File: config.mk
export PLATFORM = sky130hd
export DESIGN_NAME = i2c_bit_level_master_top_flat
export DESIGN_NICKNAME = d
export VERILOG_FILES = /design/src/i2cblm_pkg.sv /design/src/i2cblm_if.sv /design/src/i2c_bit_level_master_top.sv /design/src/flat_wrapper.sv
export SDC_FILE = /design/constraint.sdc
export NUM_CORES = 1
export LEC_CHECK = 0
export ABC_AREA = 1
export BUFFER_PORTS_ARGS = -buffer_cell sky130_fd_sc_hd__buf_2
export CAP_MARGIN = 5
export CORE_UTILIZATION = 45
export CTS_CLUSTER_SIZE = 20
export DETAILED_ROUTE_END_ITERATION = 8
export PLACE_DENSITY = 0.7
export SKIP_LAST_GASP = 1
export SLEW_MARGIN = 5
export SYNTH_ARGS = -nofsm -noshare
export SYNTH_HDL_FRONTEND = slang
export SYNTH_SLANG_ARGS = --single-unit
File: constraint.sdc
create_clock -name clk -period 2.3 [get_ports clk]
set_input_delay 0 -clock clk [delete_from_list [all_inputs] [get_ports clk]]
set_output_delay 0 -clock clk [all_outputs]
set_load 0.02 [all_outputs]
File: src/i2cblm_pkg.sv
// i2cblm_pkg: shared constants and types of the bit-level i2c master
// holds command codes, field widths, register indexes and the result item type
// no dependencies
package i2cblm_pkg;

    // width of the delay registers and the tick counter
    localparam int DELAY_BITS = 16;
    // width of the configuration write data
    localparam int CFG_DATA_BITS = 16;
    // configuration register index width
    localparam int CFG_INDEX_BITS = 1;

    // command codes
    localparam logic [2:0] OP_START = 3'd0;
    localparam logic [2:0] OP_STOP  = 3'd1;
    localparam logic [2:0] OP_WRITE = 3'd2;
    localparam logic [2:0] OP_READ  = 3'd3;
    localparam logic [2:0] OP_ACK   = 3'd4;

    // configuration register indexes
    localparam logic [CFG_INDEX_BITS-1:0] REG_SHORT_DELAY = 1'd0;
    localparam logic [CFG_INDEX_BITS-1:0] REG_LONG_DELAY  = 1'd1;

    // reset values of the delay registers
    localparam logic [DELAY_BITS-1:0] SHORT_DELAY_RESET = DELAY_BITS'(80);
    localparam logic [DELAY_BITS-1:0] LONG_DELAY_RESET  = DELAY_BITS'(160);

    // bits per byte on the bus
    localparam logic [3:0] BYTE_BITS = 4'd8;

    // one result item
    typedef struct packed {
        logic       scl_level;
        logic       sda_level;
        logic       busy_res;
        logic       done_res;
        logic [7:0] read_data;
        logic       ack_seen;
    } res_item_t;

endpackage

File: src/i2cblm_if.sv
// i2cblm_if: valid/ready channels of the bit-level i2c master
// command tick channel and result channel; no package dependency

// one tick item: command offer plus sampled sda
interface i2cblm_cmd_if;
    logic       valid;
    logic       ready;
    logic       cmd_valid;
    logic [2:0] op;
    logic [7:0] write_data;
    logic       sda_in;

    modport source (output valid, output cmd_valid, output op, output write_data,
                    output sda_in, input ready);
    modport sink   (input valid, input cmd_valid, input op, input write_data,
                    input sda_in, output ready);
endinterface

// one result item per tick
interface i2cblm_res_if;
    logic       valid;
    logic       ready;
    logic       scl_level;
    logic       sda_level;
    logic       busy_res;
    logic       done_res;
    logic [7:0] read_data;
    logic       ack_seen;

    modport source (output valid, output scl_level, output sda_level, output busy_res,
                    output done_res, output read_data, output ack_seen, input ready);
    modport sink   (input valid, input scl_level, input sda_level, input busy_res,
                    input done_res, input read_data, input ack_seen, output ready);
endinterface

File: src/i2c_bit_level_master_top.sv
// Bit-level i2c master: one tick item in, one result item out.
// The result of an accepted tick is registered in the output register, or in the skid entry while the output waits.
// Throughput: one tick item per cycle while the skid entry is empty; the sequencer state advances once per item.
// A two-entry output stage (register plus skid) keeps input ready while a result waits.
// Reset: asynchronous active low; sequencer idle, scl and sda released, delays 80 and 160.
// Depends on i2cblm_pkg and the channel interfaces in i2cblm_if.sv.
module i2c_bit_level_master_top
    import i2cblm_pkg::*;
(
    input  logic                      clk,
    input  logic                      rst_n,
    input  logic                      cfg_we,
    input  logic [CFG_INDEX_BITS-1:0] cfg_index,
    input  logic [CFG_DATA_BITS-1:0]  cfg_data,
    i2cblm_cmd_if.sink                cmd,
    i2cblm_res_if.source              res
);

    typedef enum logic [4:0] {
        PH_IDLE, PH_ST1, PH_ST2, PH_SP1, PH_SP2, PH_SP3,
        PH_WBIT, PH_WHI, PH_WLO, PH_AHI, PH_ASMP, PH_AEND,
        PH_RHI, PH_RSMP, PH_K1, PH_K2, PH_K3
    } phase_t;

    phase_t                phase_reg, phase_next;
    logic [DELAY_BITS-1:0] wait_reg, wait_next;
    logic [3:0]            bit_count_reg, bit_count_next;
    logic [7:0]            shift_reg, shift_next;
    logic                  scl_reg, scl_next;
    logic                  sda_reg, sda_next;
    logic                  ack_reg, ack_next;
    logic [7:0]            read_byte_reg, read_byte_next;
    logic [DELAY_BITS-1:0] short_delay_reg, long_delay_reg;

    res_item_t             out_reg, skid_reg, result;
    logic                  out_valid_reg, skid_valid_reg;

    logic                  accept, out_fire, done_c;
    logic [DELAY_BITS-1:0] eff_short, eff_long;
    logic [3:0]            bit_inc;
    logic [7:0]            shift_in;
    logic [DELAY_BITS-1:0] cfg_value;

    assign accept   = cmd.valid && cmd.ready;
    assign out_fire = out_valid_reg && res.ready;
    assign cmd.ready = !skid_valid_reg;

    // a zero delay waits one tick
    assign eff_short = (short_delay_reg == '0) ? DELAY_BITS'(1) : short_delay_reg;
    assign eff_long  = (long_delay_reg == '0) ? DELAY_BITS'(1) : long_delay_reg;
    assign bit_inc   = bit_count_reg + 4'd1;
    assign shift_in  = {shift_reg[6:0], cmd.sda_in};
    assign cfg_value = DELAY_BITS'(cfg_data);

    // sequencer step for one tick
    always_comb
    begin
        phase_next     = phase_reg;
        wait_next      = wait_reg;
        bit_count_next = bit_count_reg;
        shift_next     = shift_reg;
        scl_next       = scl_reg;
        sda_next       = sda_reg;
        ack_next       = ack_reg;
        read_byte_next = read_byte_reg;
        done_c         = 1'b0;
        if (phase_reg == PH_IDLE)
        begin
            // command start; unknown codes are dropped
            if (cmd.cmd_valid)
            begin
                unique case (cmd.op)
                    OP_START:
                    begin
                        bit_count_next = 4'd0;
                        phase_next     = PH_ST1;
                        wait_next      = eff_long;
                    end
                    OP_STOP:
                    begin
                        bit_count_next = 4'd0;
                        scl_next       = 1'b1;
                        phase_next     = PH_SP1;
                        wait_next      = eff_short;
                    end
                    OP_WRITE:
                    begin
                        bit_count_next = 4'd0;
                        shift_next     = cmd.write_data;
                        scl_next       = 1'b0;
                        phase_next     = PH_WBIT;
                        wait_next      = eff_short;
                    end
                    OP_READ:
                    begin
                        bit_count_next = 4'd0;
                        shift_next     = 8'd0;
                        sda_next       = 1'b1;
                        scl_next       = 1'b0;
                        phase_next     = PH_RHI;
                        wait_next      = eff_long;
                    end
                    OP_ACK:
                    begin
                        bit_count_next = 4'd0;
                        scl_next       = 1'b0;
                        phase_next     = PH_K1;
                        wait_next      = eff_short;
                    end
                    default:
                    begin
                        phase_next = PH_IDLE;
                    end
                endcase
            end
        end
        else if (wait_reg > DELAY_BITS'(1))
        begin
            wait_next = wait_reg - DELAY_BITS'(1);
        end
        else
        begin
            // wait over: take the phase action
            wait_next = '0;
            unique case (phase_reg)
                PH_ST1:
                begin
                    sda_next   = 1'b0;
                    phase_next = PH_ST2;
                    wait_next  = eff_short;
                end
                PH_ST2:
                begin
                    scl_next   = 1'b0;
                    phase_next = PH_IDLE;
                    done_c     = 1'b1;
                end
                PH_SP1:
                begin
                    sda_next   = 1'b0;
                    phase_next = PH_SP2;
                    wait_next  = eff_long;
                end
                PH_SP2:
                begin
                    sda_next   = 1'b1;
                    phase_next = PH_SP3;
                    wait_next  = eff_long;
                end
                PH_WBIT:
                begin
                    sda_next   = shift_reg[7];
                    shift_next = {shift_reg[6:0], 1'b0};
                    phase_next = PH_WHI;
                    wait_next  = eff_short;
                end
                PH_WHI:
                begin
                    scl_next   = 1'b1;
                    phase_next = PH_WLO;
                    wait_next  = eff_long;
                end
                PH_WLO:
                begin
                    scl_next       = 1'b0;
                    bit_count_next = bit_inc;
                    if (bit_inc < BYTE_BITS)
                    begin
                        phase_next = PH_WBIT;
                        wait_next  = eff_short;
                    end
                    else
                    begin
                        sda_next   = 1'b1;
                        phase_next = PH_AHI;
                        wait_next  = eff_long;
                    end
                end
                PH_AHI:
                begin
                    scl_next   = 1'b1;
                    phase_next = PH_ASMP;
                    wait_next  = eff_long;
                end
                PH_ASMP:
                begin
                    ack_next   = !cmd.sda_in;
                    scl_next   = 1'b0;
                    phase_next = PH_AEND;
                    wait_next  = eff_short;
                end
                PH_RHI:
                begin
                    scl_next   = 1'b1;
                    phase_next = PH_RSMP;
                    wait_next  = eff_long;
                end
                PH_RSMP:
                begin
                    shift_next     = shift_in;
                    bit_count_next = bit_inc;
                    scl_next       = 1'b0;
                    if (bit_inc < BYTE_BITS)
                    begin
                        phase_next = PH_RHI;
                        wait_next  = eff_long;
                    end
                    else
                    begin
                        read_byte_next = shift_in;
                        phase_next     = PH_IDLE;
                        done_c         = 1'b1;
                    end
                end
                PH_K1:
                begin
                    sda_next   = 1'b0;
                    phase_next = PH_K2;
                    wait_next  = eff_short;
                end
                PH_K2:
                begin
                    scl_next   = 1'b1;
                    phase_next = PH_K3;
                    wait_next  = eff_long;
                end
                PH_K3:
                begin
                    scl_next   = 1'b0;
                    phase_next = PH_IDLE;
                    done_c     = 1'b1;
                end
                default:
                begin
                    // stop end, ack end and any stray phase just finish
                    phase_next = PH_IDLE;
                    done_c     = 1'b1;
                end
            endcase
        end
    end

    // result item of this tick
    always_comb
    begin
        result.scl_level = scl_next;
        result.sda_level = sda_next;
        result.busy_res  = (phase_next != PH_IDLE);
        result.done_res  = done_c;
        result.read_data = read_byte_next;
        result.ack_seen  = ack_next;
    end

    // sequencer state, delay registers and output stage
    always_ff @(posedge clk or negedge rst_n)
    begin
        if (!rst_n)
        begin
            phase_reg       <= PH_IDLE;
            wait_reg        <= '0;
            bit_count_reg   <= 4'd0;
            shift_reg       <= 8'd0;
            scl_reg         <= 1'b1;
            sda_reg         <= 1'b1;
            ack_reg         <= 1'b0;
            read_byte_reg   <= 8'd0;
            short_delay_reg <= SHORT_DELAY_RESET;
            long_delay_reg  <= LONG_DELAY_RESET;
            out_valid_reg   <= 1'b0;
            skid_valid_reg  <= 1'b0;
        end
        else
        begin
            // configuration writes
            if (cfg_we)
            begin
                unique case (cfg_index)
                    REG_SHORT_DELAY: short_delay_reg <= cfg_value;
                    REG_LONG_DELAY:  long_delay_reg  <= cfg_value;
                    default:         short_delay_reg <= short_delay_reg;
                endcase
            end
            // advance on each accepted tick
            if (accept)
            begin
                phase_reg     <= phase_next;
                wait_reg      <= wait_next;
                bit_count_reg <= bit_count_next;
                shift_reg     <= shift_next;
                scl_reg       <= scl_next;
                sda_reg       <= sda_next;
                ack_reg       <= ack_next;
                read_byte_reg <= read_byte_next;
            end
            // output register with skid entry
            if (accept)
            begin
                if (!out_valid_reg || out_fire)
                begin
                    out_reg       <= result;
                    out_valid_reg <= 1'b1;
                end
                else
                begin
                    skid_reg       <= result;
                    skid_valid_reg <= 1'b1;
                end
            end
            else if (out_fire)
            begin
                if (skid_valid_reg)
                begin
                    out_reg        <= skid_reg;
                    skid_valid_reg <= 1'b0;
                end
                else
                begin
                    out_valid_reg <= 1'b0;
                end
            end
        end
    end

    assign res.valid     = out_valid_reg;
    assign res.scl_level = out_reg.scl_level;
    assign res.sda_level = out_reg.sda_level;
    assign res.busy_res  = out_reg.busy_res;
    assign res.done_res  = out_reg.done_res;
    assign res.read_data = out_reg.read_data;
    assign res.ack_seen  = out_reg.ack_seen;

    // skid entry only fills behind a waiting output
    a_skid_behind_out: assert property (@(posedge clk) disable iff (!rst_n)
        skid_valid_reg |-> out_valid_reg)
        else $error("skid entry holds an item while output register is empty");

    // idle sequencer has no pending wait
    a_idle_no_wait: assert property (@(posedge clk) disable iff (!rst_n)
        (phase_reg == PH_IDLE) |-> (wait_reg == '0))
        else $error("wait counter running while idle");

    // a running phase always has a wait of at least one tick
    a_busy_wait: assert property (@(posedge clk) disable iff (!rst_n)
        (phase_reg != PH_IDLE) |-> (wait_reg != '0))
        else $error("running phase with zero wait");

    // a valid command taken while idle starts a sequence
    a_cmd_starts: assert property (@(posedge clk) disable iff (!rst_n)
        (accept && phase_reg == PH_IDLE && cmd.cmd_valid &&
         (cmd.op == OP_START || cmd.op == OP_STOP || cmd.op == OP_WRITE ||
          cmd.op == OP_READ || cmd.op == OP_ACK)) |=> (phase_reg != PH_IDLE))
        else $error("accepted command did not start a sequence");

    // bit counter never passes one byte
    a_bit_count: assert property (@(posedge clk) disable iff (!rst_n)
        bit_count_reg <= BYTE_BITS)
        else $error("bit counter past eight");

    // a finished sequence reports not busy
    a_done_not_busy: assert property (@(posedge clk) disable iff (!rst_n)
        (out_valid_reg && out_reg.done_res) |-> !out_reg.busy_res)
        else $error("done reported while busy");

endmodule
File: src/flat_wrapper.sv
// flat-port wrapper written by rule: the top's interface ports become plain ports
module i2c_bit_level_master_top_flat import i2cblm_pkg::*;
  (clk, rst_n, cfg_we, cfg_index, cfg_data, cmd_valid, cmd_cmd_valid, cmd_op, cmd_write_data, cmd_sda_in, cmd_ready, res_valid, res_scl_level, res_sda_level, res_busy_res, res_done_res, res_read_data, res_ack_seen, res_ready);
  i2cblm_cmd_if cmd_i ();
  i2cblm_res_if res_i ();
  input  logic clk;
  input  logic rst_n;
  input  logic cfg_we;
  input  logic [CFG_INDEX_BITS-1:0] cfg_index;
  input  logic [CFG_DATA_BITS-1:0] cfg_data;
  input wire logic [$bits(cmd_i.valid)-1:0] cmd_valid;
  input wire logic [$bits(cmd_i.cmd_valid)-1:0] cmd_cmd_valid;
  input wire logic [$bits(cmd_i.op)-1:0] cmd_op;
  input wire logic [$bits(cmd_i.write_data)-1:0] cmd_write_data;
  input wire logic [$bits(cmd_i.sda_in)-1:0] cmd_sda_in;
  output wire logic [$bits(cmd_i.ready)-1:0] cmd_ready;
  output wire logic [$bits(res_i.valid)-1:0] res_valid;
  output wire logic [$bits(res_i.scl_level)-1:0] res_scl_level;
  output wire logic [$bits(res_i.sda_level)-1:0] res_sda_level;
  output wire logic [$bits(res_i.busy_res)-1:0] res_busy_res;
  output wire logic [$bits(res_i.done_res)-1:0] res_done_res;
  output wire logic [$bits(res_i.read_data)-1:0] res_read_data;
  output wire logic [$bits(res_i.ack_seen)-1:0] res_ack_seen;
  input wire logic [$bits(res_i.ready)-1:0] res_ready;
  assign cmd_i.valid = cmd_valid;
  assign cmd_i.cmd_valid = cmd_cmd_valid;
  assign cmd_i.op = cmd_op;
  assign cmd_i.write_data = cmd_write_data;
  assign cmd_i.sda_in = cmd_sda_in;
  assign cmd_ready = cmd_i.ready;
  assign res_valid = res_i.valid;
  assign res_scl_level = res_i.scl_level;
  assign res_sda_level = res_i.sda_level;
  assign res_busy_res = res_i.busy_res;
  assign res_done_res = res_i.done_res;
  assign res_read_data = res_i.read_data;
  assign res_ack_seen = res_i.ack_seen;
  assign res_i.ready = res_ready;
  i2c_bit_level_master_top u_core (.clk(clk), .rst_n(rst_n), .cfg_we(cfg_we), .cfg_index(cfg_index), .cfg_data(cfg_data), .cmd(cmd_i), .res(res_i));
endmodule
[Yosys cells after proc, flatten, opt, wreduce, memory -nomap -nowiden]
Cells that the tools add are included.
Cells by class
  add/subtract/negate cells: 2
  order comparisons: 2
  equality and inequality tests: 26
  multiplexer cells: 59
  bitwise logic cells: 2
  reduce and logical (&&, ||, !) cells: 35
Operators with widths (number)
  16-bit two-way mux: 7
  16-bit one-hot mux with 4 select lines: 1
  5-bit one-hot mux with 12 select lines: 1
  8-bit two-way mux: 7
  13-bit two-way mux: 4
  5-bit by 4-bit equality test with 1-bit output, second input constant: 7
  16-bit logical NOT: 2
  16-bit one-hot mux with 2 select lines: 1
  8-bit one-hot mux with 2 select lines: 2
  4-bit two-way mux: 7
  1-bit two-way mux: 21
  4-bit one-hot mux with 5 select lines: 1
  16-bit by 1-bit greater-than comparator with 1-bit output, second input constant: 1
  16-bit by 1-bit subtractor with 16-bit output, second input constant: 1
  5-bit by 3-bit equality test with 1-bit output, second input constant: 3
  5-bit two-way mux: 3
  11-bit OR reduction: 1
  5-bit by 2-bit equality test with 1-bit output, second input constant: 2
  2-bit inequality test, second input constant: 5
  5-bit AND reduction: 2
  5-bit OR reduction: 2
  3-bit AND reduction: 3
  3-bit OR reduction: 3
  4-bit OR reduction: 2
  24 further kinds: 37
Word-level totals
  flip-flop bits (word level): 104
  input bits: 35
  output and inout bits: 15
  logic and storage cells: 150

[Longest topological paths before layout]
Gate-level depths: netlist (run 1).
  word-level depth: 9
  depth in mapped cells: 15

[Worst setup path after synthesis (run 1)]
Ideal clock, no wire load.
  path kind: register to register
  start point: reg u_core.skid_valid_reg
  end point: reg u_core.out_reg (netlist bit u_core.res.ack_seen), enable pin
  data arrival time: 2.013 ns
  required time: 1.896 ns
  setup slack: -0.117 ns
  cell stages (with the launch flop): 7
  cells stage by stage: dfrtp_1 inv_1 nand2_1 inv_1 nand2_1 a22oi_1 a211oi_1
Between the ends
  longest elaborated chain between the ends: 4
  elaborated cells on any way between the ends: 6
  those cells by class: eq/ne (1); reduce/logical (5)
RTL lines
  start: declaration: line i2c_bit_level_master_top.sv:36  | logic out_valid_reg, skid_valid_reg;
  start signal: assignment: line i2c_bit_level_master_top.sv:270  | skid_valid_reg <= 1'b0;
  start signal: assignment: line i2c_bit_level_master_top.sv:306  | skid_valid_reg <= 1'b1;
  start signal: assignment: line i2c_bit_level_master_top.sv:314  | skid_valid_reg <= 1'b0;
  1-bit logical NOT *: line i2c_bit_level_master_top.sv:46  | assign cmd.ready = !skid_valid_reg;
  net cmd_ready: line flat_wrapper.sv:16  | output wire logic [$bits(cmd_i.ready)-1:0] cmd_ready;
  1-bit logical AND *: line i2c_bit_level_master_top.sv:44  | assign accept = cmd.valid && cmd.ready;
  2-bit inequality test (no source line) / 2-bit nonzero test (equally long branches)
  4-bit AND reduction (no source line) *
  end signal: assignment: line i2c_bit_level_master_top.sv:300  | out_reg <= result;
  end signal: assignment: line i2c_bit_level_master_top.sv:313  | out_reg <= skid_reg;
  end: declaration: line i2c_bit_level_master_top.sv:35  | res_item_t out_reg, skid_reg, result;
The timed path passes the listed nets; every way through them passes the cells marked *.
A chain may end at the register's enable or synchronous reset.

[Final worst setup path (run 1)]
  start point: reg u_core.wait_reg[0]
  end point: reg u_core.out_reg (netlist bit u_core.res.read_data[3]), data pin
Between the ends
  longest elaborated chain between the ends: 5
RTL lines
  start: declaration: line i2c_bit_level_master_top.sv:26  | logic [DELAY_BITS-1:0] wait_reg, wait_next;
  start signal: assignment: line i2c_bit_level_master_top.sv:287  | wait_reg <= wait_next;
  16-bit by 1-bit greater-than comparator with 1-bit output: line i2c_bit_level_master_top.sv:117  | else if (wait_reg > DELAY_BITS'(1))
  8-bit two-way mux: line i2c_bit_level_master_top.sv:117
  8-bit two-way mux: line i2c_bit_level_master_top.sv:67  | if (phase_reg == PH_IDLE)
  net u_core.read_byte_next[3]: line i2c_bit_level_master_top.sv:32  | logic [7:0] read_byte_reg, read_byte_next;
  13-bit two-way mux: line i2c_bit_level_master_top.sv:298  | if (!out_valid_reg || out_fire)
  13-bit two-way mux: line i2c_bit_level_master_top.sv:296  | if (accept)
The timed path passes the listed nets, and every way through them passes these cells. The select of a mux whose other input is x is not followed.

==> impl_summary.log, run 1 <==
INFO  metric layout_commonest_cell = nand2_1
INFO  metric die_w = 117 µm
INFO  metric via_count = between 5,000 and 6,000
INFO  metric share_comb_of_total_power = under 10%
INFO  metric multiInputGateArea = around 2600 µm²
INFO  metric fin_crit = 2140 ps
INFO  metric hold_class = primary input to flip-flop
INFO  metric core_area = 12,700 µm²
INFO  metric synthFlopType = dfrtp_1
INFO  metric cts_made_buffers = 9
INFO  metric power-per-cell-area = 543 nW/µm²
INFO  metric detailed_place_hpwl = 10.3 mm
INFO  metric cts_max_path_buffers = 2
INFO  metric root_buffer = clkbuf_16
INFO  metric finalCoreUtilization = 55.2%
INFO  metric synth-async-reset-ratio = 75.0%
INFO  metric portBuffers = roughly 50
INFO  metric synth-warning-count = 0
INFO  metric clkTransAtPathRegs = 70 ps
INFO  metric critical_path_class = flip-flop to flip-flop
INFO  metric nFillCells = 1,245
INFO  metric worst_ep_arrival_time = 2250 ps
INFO  metric dieHeight = 117 µm
INFO  metric grt_overflow_total = 0
INFO  metric first_global_vias = around 5,000
INFO  metric slew_headroom = 33.8%
INFO  metric grt_setup_unrepaired = true
INFO  metric start_util = 46.4%
INFO  metric sw_power = 0.985 mW
INFO  metric total_inserted_antenna_cells = 0
INFO  metric floorplan.io_pins = 50
INFO  metric clock_share_of_power = between 40% and 50%
INFO  metric placedCellCount = slightly above 1,000
INFO  metric clock_sinks = around 100
INFO  metric ratio_of_cells_with_drive_above_1_in_the_final_layout = between 10 and 15%
INFO  metric final-setup-viol-count = 0
INFO  metric die_area = 13,600 µm²
INFO  metric timing.critical_path.required = 2410 ps
INFO  metric vdd_ir_drop_max = 0.000502 V
INFO  metric viasPerCell = between 5 and 6
INFO  metric grt_start_max_net_pins = 42
INFO  metric fin_crit_sh = between 90% and 100%
INFO  metric place.gp.congestion = 0.965
INFO  metric number_of_flops_mapped_to_enable_cells_by_yosys = 26
INFO  metric drv.max_cap_violation_count = 0
INFO  metric mapped_avg_cell_area = 7.26 µm²
INFO  metric switching_portion_of_total_power = between 20 and 30%
INFO  metric synth_sequential_area_ratio = a little under half
INFO  metric tightest_slew = 992 ps
INFO  metric clock_tree_from_tritoncts = yes
INFO  metric drt-wirelength-per-cell = 13.1 µm
INFO  metric areaGrowthSynthToFinish = 18.9%
INFO  metric postSynthRegisterBits = approximately 100
INFO  metric crit_path_end_kind = flip-flop
INFO  metric non_filler_instances = 1,076
INFO  metric final-seq-area = between 2000 and 3000 µm²
INFO  metric initial_antenna_violation_count = 0
INFO  metric num_rows = 41
INFO  metric post_synth_num_cell_types = 43
INFO  metric clock_tree.htree_level_count = 3
INFO  metric final_cell_mix = 244 x nand2_1, 110 x inv_1, 83 x o21ai_0
INFO  metric worst_skew_pair_later_pin_latency = 360 ps
INFO  metric grt_first_pass_wirelength = 23.6 mm
INFO  metric start_kind = flip-flop
INFO  metric timing_max_transition_violations_final = 0
INFO  metric drc_viols = 0
INFO  metric power_report.internal_total = 2.83 mW
INFO  metric drt_first_iter_violations = 444
INFO  metric p_seq_share = 52.9%
INFO  metric timing.final.hold_violations = 0
INFO  metric crit_path_max_fanout = 16
INFO  metric global_route.usage.total = 22.3%
INFO  metric power.static_leakage = 3.35 nW
INFO  metric max_clock_freq = 468 MHz
INFO  metric clock-skew-final = 9.30 ps
INFO  metric antenna_left = 0
INFO  metric detail_route.wirelength = roughly 14 mm
INFO  metric netlist_instances = 814
INFO  metric finish.net_count = 937
INFO  metric first_pass_iters = 5
INFO  metric synth.cell_area = 5910 µm²
INFO  metric status = finished clean
INFO  metric syn_nets = about 850
-- synthesized netlist by cell type (2+ instances only) --
cell	number	area, µm²
nand4_1	12	75.1
o21ai_2	9	78.8
xor2_1	2	17.5
edfxtp_1	26	781
nand3b_1	2	15.0
a31oi_1	3	18.8
buf_1	2	7.51
inv_1	110	413
o21ai_0	83	415
o211ai_1	4	30.0
buf_2	7	35.0
o22ai_1	6	37.5
nand3_1	39	195
dfstp_2	6	158
clkbuf_1	14	52.6
dfrtp_1	72	1800
nand2_1	246	923
nor2_1	77	289
inv_2	9	33.8
nor2_4	2	22.5
or2_2	2	12.5
ha_1	3	37.5
nor3_1	4	20.0
a21oi_1	38	190
nand2_2	2	12.5
o21ai_1	17	85.1
-- per-layer routing --
layer	up-vias	GRT usage (%)	routed length, µm
li1	2805	-	-
met1	2436	29.0	6590
met5	-	0	0
met2	140	37.8	6710
met4	0	6.75	236
met3	18	4.15	589
-- kinds of logic after synthesis --
kind of cell    after synthesis  synth area share [%]
simple gates                390                  27.1
compound gates              170                  15.9
buf+inv                     144                  9.49
flops                       104                  46.4
xor+xnor                      3                 0.445
fa+ha+maj                     3                 0.636
-- critical path, cell delays in order, from the launching register on --
cell and delay, ps:
dfrtp_1 410, inv_1 100, ha_1 200, nand2_1 90
inv_2 60, nand2_1 70, nand2_1 140, nand3_1 210
nor3_4 220, buf_12 180, o21ai_2 60, nand2_1 90
nand2_1 60
-- through the flow --
| stage | setup WS [ps] | hold slack [ps] | power (mW) | cell area, µm² | setup TNS, ps |
|---|---|---|---|---|---|
| 2_1_floorplan | 278 | -296 | 2.18 | 5920 | 0 |
| 3_3_place_gp | 31.9 | 115 | 2.29 | 6500 | 0 |
| 3_5_place_dp | 51.3 | 125 | 2.30 | 6500 | 0 |
| 4_1_cts | 29.7 | 3.52 | 3.84 | 6990 | 0 |
| 5_1_grt | -25.9 | 29.9 | 3.96 | 7020 | -115 |
| 6_report | 163 | 5.82 | 3.81 | 7020 | 0 |
-- area by class of cell --
type	instances	share of cell area (%)
Sequential cell	104	39.0
Multi-Input combinational cell	566	37.5
Timing Repair Buffer	99	9.95
Inverter	119	6.36
Clock buffer	10	3.26
Tap cell	172	3.07
Clock inverter	6	0.873
-- worst paths after layout --
check                                   start                       end  slack [ps]  cells after the start
hold / removal              cmd_write_data[4]       u_core.shift_reg[4]           6                      5
setup reg to reg           u_core.wait_reg[0]   u_core.res.read_data[3]         160                     12
hold reg to reg                u_core.sda_reg            u_core.sda_reg         470                      2
min in group asynchronous               rst_n   u_core.bit_count_reg[0]         250                      3
max in group asynchronous               rst_n  u_core.long_delay_reg[7]        1120                      4
setup / recovery           u_core.wait_reg[0]   u_core.res.read_data[3]         160                     12
-- power groups by stage --
| stage | Combinational, mW | Sequential (mW) | Clock (mW) |
|---|---|---|---|
| final | 0.268 | 2.02 | 1.53 |
| after CTS | 0.271 | 2.01 | 1.56 |
| after global placement | 0.240 | 2.05 | 0 |
| after global routing | 0.314 | 2.03 | 1.62 |
| after floorplan | 0.142 | 2.04 | 0 |
| after detailed placement | 0.244 | 2.05 | 0 |
-- timing repair --
action | CTS | global route
buffers inserted | 0 | 2
hold buffers | 20 | 0
resized for setup | 0 | 5
endpoints found under the hold margin | 71 | 0
endpoints found under the setup margin | 0 | 15
Power figures use the tool's default switching activity.
==> inputs of run 2 (changes only) <==
--- a/config.mk
+++ b/config.mk
@@ -11,6 +11,7 @@
 export CORE_UTILIZATION = 45
 export CTS_CLUSTER_SIZE = 20
 export DETAILED_ROUTE_END_ITERATION = 8
+export MAX_ROUTING_LAYER = met4
 export PLACE_DENSITY = 0.7
 export SKIP_LAST_GASP = 1
 export SLEW_MARGIN = 5
==> impl_summary.log, run 2 (same netlist as run 1, synthesis figures left out) <==
INFO  metric core_area = 12,700 µm²
INFO  metric reg2reg_depth = 13
INFO  metric first_pass_iters = 6
INFO  metric cpMostUsedCell = nand2_1
INFO  metric placement.cell_area = 6510 µm²
INFO  metric worst_ep_arrival_time = 2300 ps
INFO  metric clock_sinks = 104
INFO  metric root_buffer = clkbuf_16
INFO  metric grt_start_max_net_pins = 42
INFO  metric switching_portion_of_total_power = 25.0%
INFO  metric finish.net_count = 937
INFO  metric tightest_slew = 960 ps
INFO  metric start_kind = flip-flop
INFO  metric p_total = 3.92 mW
INFO  metric die_area = about 14,000 µm²
INFO  metric initial_antenna_violation_count = 0
INFO  metric final.hold.worst_slack = 3.58 ps
INFO  metric hold_path_startpoint = cmd_write_data[6]
INFO  metric drc_viols = 0
INFO  metric clock-skew-final = about 14 ps
INFO  metric holdPathStages = 5
INFO  metric worstPathCellList = inv_1 > ha_1 > nand2_1 > inv_2 > nand2_1 > nand2_1 > nand2_1 > a21boi_0 > nand2_1 > nor2_1 > nand3_1 > nand2_1 > nand2_1
INFO  metric detail_route.wirelength = 14.2 mm
INFO  metric drt-wirelength-per-cell = 13.2 µm
INFO  metric sw_power = slightly below 1 mW
INFO  metric dieHeight = between 100 and 150 µm
INFO  metric portBuffers = 49
INFO  metric drv.max_cap_violation_count = 0
INFO  metric first_global_vias = 4,978
INFO  metric fin_area = approximately 7000 µm²
INFO  metric place.gp.congestion = 0.938
INFO  metric crit_path_max_fanout = 6
INFO  metric vdd_ir_drop_max = 0.000511 V
INFO  metric clkTransAtPathRegs = 70 ps
INFO  metric cts_made_buffers = 9
INFO  metric clock_tree_from_tritoncts = yes
INFO  metric die_w = 117 µm
INFO  metric startpoint = u_core.wait_reg[0]
INFO  metric global_route.usage.total = 23.3%
INFO  metric critical_path_class = flip-flop to flip-flop
INFO  metric p_seq_share = approximately half
INFO  metric cpPeakStageDelay = between 400 and 500 ps
INFO  metric final_cell_mix = 245 x nand2_1, 110 x inv_1, 83 x o21ai_0
INFO  metric power-per-cell-area = 556 nW/µm²
INFO  metric hold_class = primary input to flip-flop
INFO  metric layout_commonest_cell = nand2_1
INFO  metric fin_crit = approximately 2200 ps
INFO  metric via_count = 5,436
INFO  metric cts_max_path_buffers = 2
INFO  metric cts_setup_buffers = 0
INFO  metric slowest_stage = dfrtp_1
INFO  metric slew_headroom = 35.9%
INFO  metric grt_first_pass_wirelength = between 20 and 25 mm
INFO  metric clock_tree.htree_level_count = 3
INFO  metric final-setup-viol-count = 0
INFO  metric start_util = 46.4%
INFO  metric status = finished clean
INFO  metric share_comb_of_total_power = 6.9%
INFO  metric drt_first_iter_violations = around 320
INFO  metric antenna_left = 0
INFO  metric crit_path_end_kind = flip-flop
INFO  metric viasPerCell = around 5.1
INFO  metric power.static_leakage = 3.36 nW
INFO  metric grt_overflow_total = 0
INFO  metric max_clock_freq = 459 MHz
INFO  metric num_rows = 41
INFO  metric worst_skew_pair_later_pin_latency = around 360 ps
INFO  metric timing.final.hold_violations = 0
INFO  metric clock_share_of_power = between 40% and 50%
INFO  metric timing.critical_path.required = 2420 ps
INFO  metric grt_setup_unrepaired = true
INFO  metric nFillCells = between 1,000 and 1,500
INFO  metric areaGrowthSynthToFinish = 19.3%
INFO  metric ratio_of_cells_with_drive_above_1_in_the_final_layout = 14.3%
INFO  metric detailed_place_hpwl = 10.3 mm
INFO  metric floorplan.io_pins = 50
INFO  metric total_inserted_antenna_cells = 0
INFO  metric regToRegStartpoint = u_core.wait_reg[0]
INFO  metric fin_crit_sh = approximately 95%
INFO  metric timing_max_transition_violations_final = 0
INFO  metric power_report.internal_total = 2.94 mW
==> run 2: critical path: cells and delay by family, from the launching register on <==
family                   cells  cell delay, ps
AND/OR/NAND/NOR              9             930
AO/OA/AOI/OAI                1             210
flip-flops                   1             420
adder cells (fa/ha/maj)      1             210
buffers and inverters        2             180
==> run 2: path summary, 6_finish.rpt <==
kind | endpoint | slack [ps]
worst max-delay path | u_core.res.busy_res | 120
worst min-delay path | u_core.shift_reg[6] | 4
worst max register to register | u_core.res.busy_res | 120
worst min register to register | u_core.sda_reg | 480
max in group asynchronous | u_core.phase_reg[4] | 1090
min in group asynchronous | u_core.res.valid | 260
==> run 2: layer usage <==
metal	part of all wire [%]	track usage [%]	vias up
met5	0	-	-
met4	1.5	7.09	0
met3	4.5	4.62	15
met2	48	38.0	143
met1	46	29.2	2476
li1	-	-	2802
==> run 2: final cells by class <==
| class | count | area, µm² | share of cell area (%) |
|---|---|---|---|
| clock buffer | 10 | 229 | 3.25 |
| inverter | 119 | 447 | 6.34 |
| clock inverter | 6 | 86.3 | 1.23 |
| sequential | 104 | 2740 | 38.9 |
| tap | 172 | 215 | 3.06 |
| multi-input combinational | 566 | 2630 | 37.3 |
| timing repair buffer | 99 | 701 | 9.95 |
==> run 2: per-stage QoR <==
step | setup slack [ps] | cells | utilization (%) | setup TNS, ps
3_5_place_dp | 32.6 | 1039 | 51.2 | 0
5_1_grt | -66.5 | 1076 | 55.4 | -578
3_3_place_gp | -11.7 | 1039 | 51.2 | -11.7
6_report | 120 | 1076 | 55.4 | 0
4_1_cts | 14.7 | 1076 | 55.3 | 0
2_1_floorplan | 278 | 814 | - | 0
==> run 2: power groups by stage <==
stage          Combinational, mW  Sequential, mW  Clock, mW
4_1_cts                    0.275            2.02       1.66
6_report                   0.272            2.02       1.63
3_3_place_gp               0.241            2.05          0
5_1_grt                    0.313            2.03       1.73
3_5_place_dp               0.247            2.06          0
2_1_floorplan              0.142            2.04          0
==> run 2: repair_timing <==
item                       in CTS  in global routing
resized for setup               0                  3
setup endpoints to repair       0                 22
hold endpoints to repair       72                  0
hold buffers                   21                  0
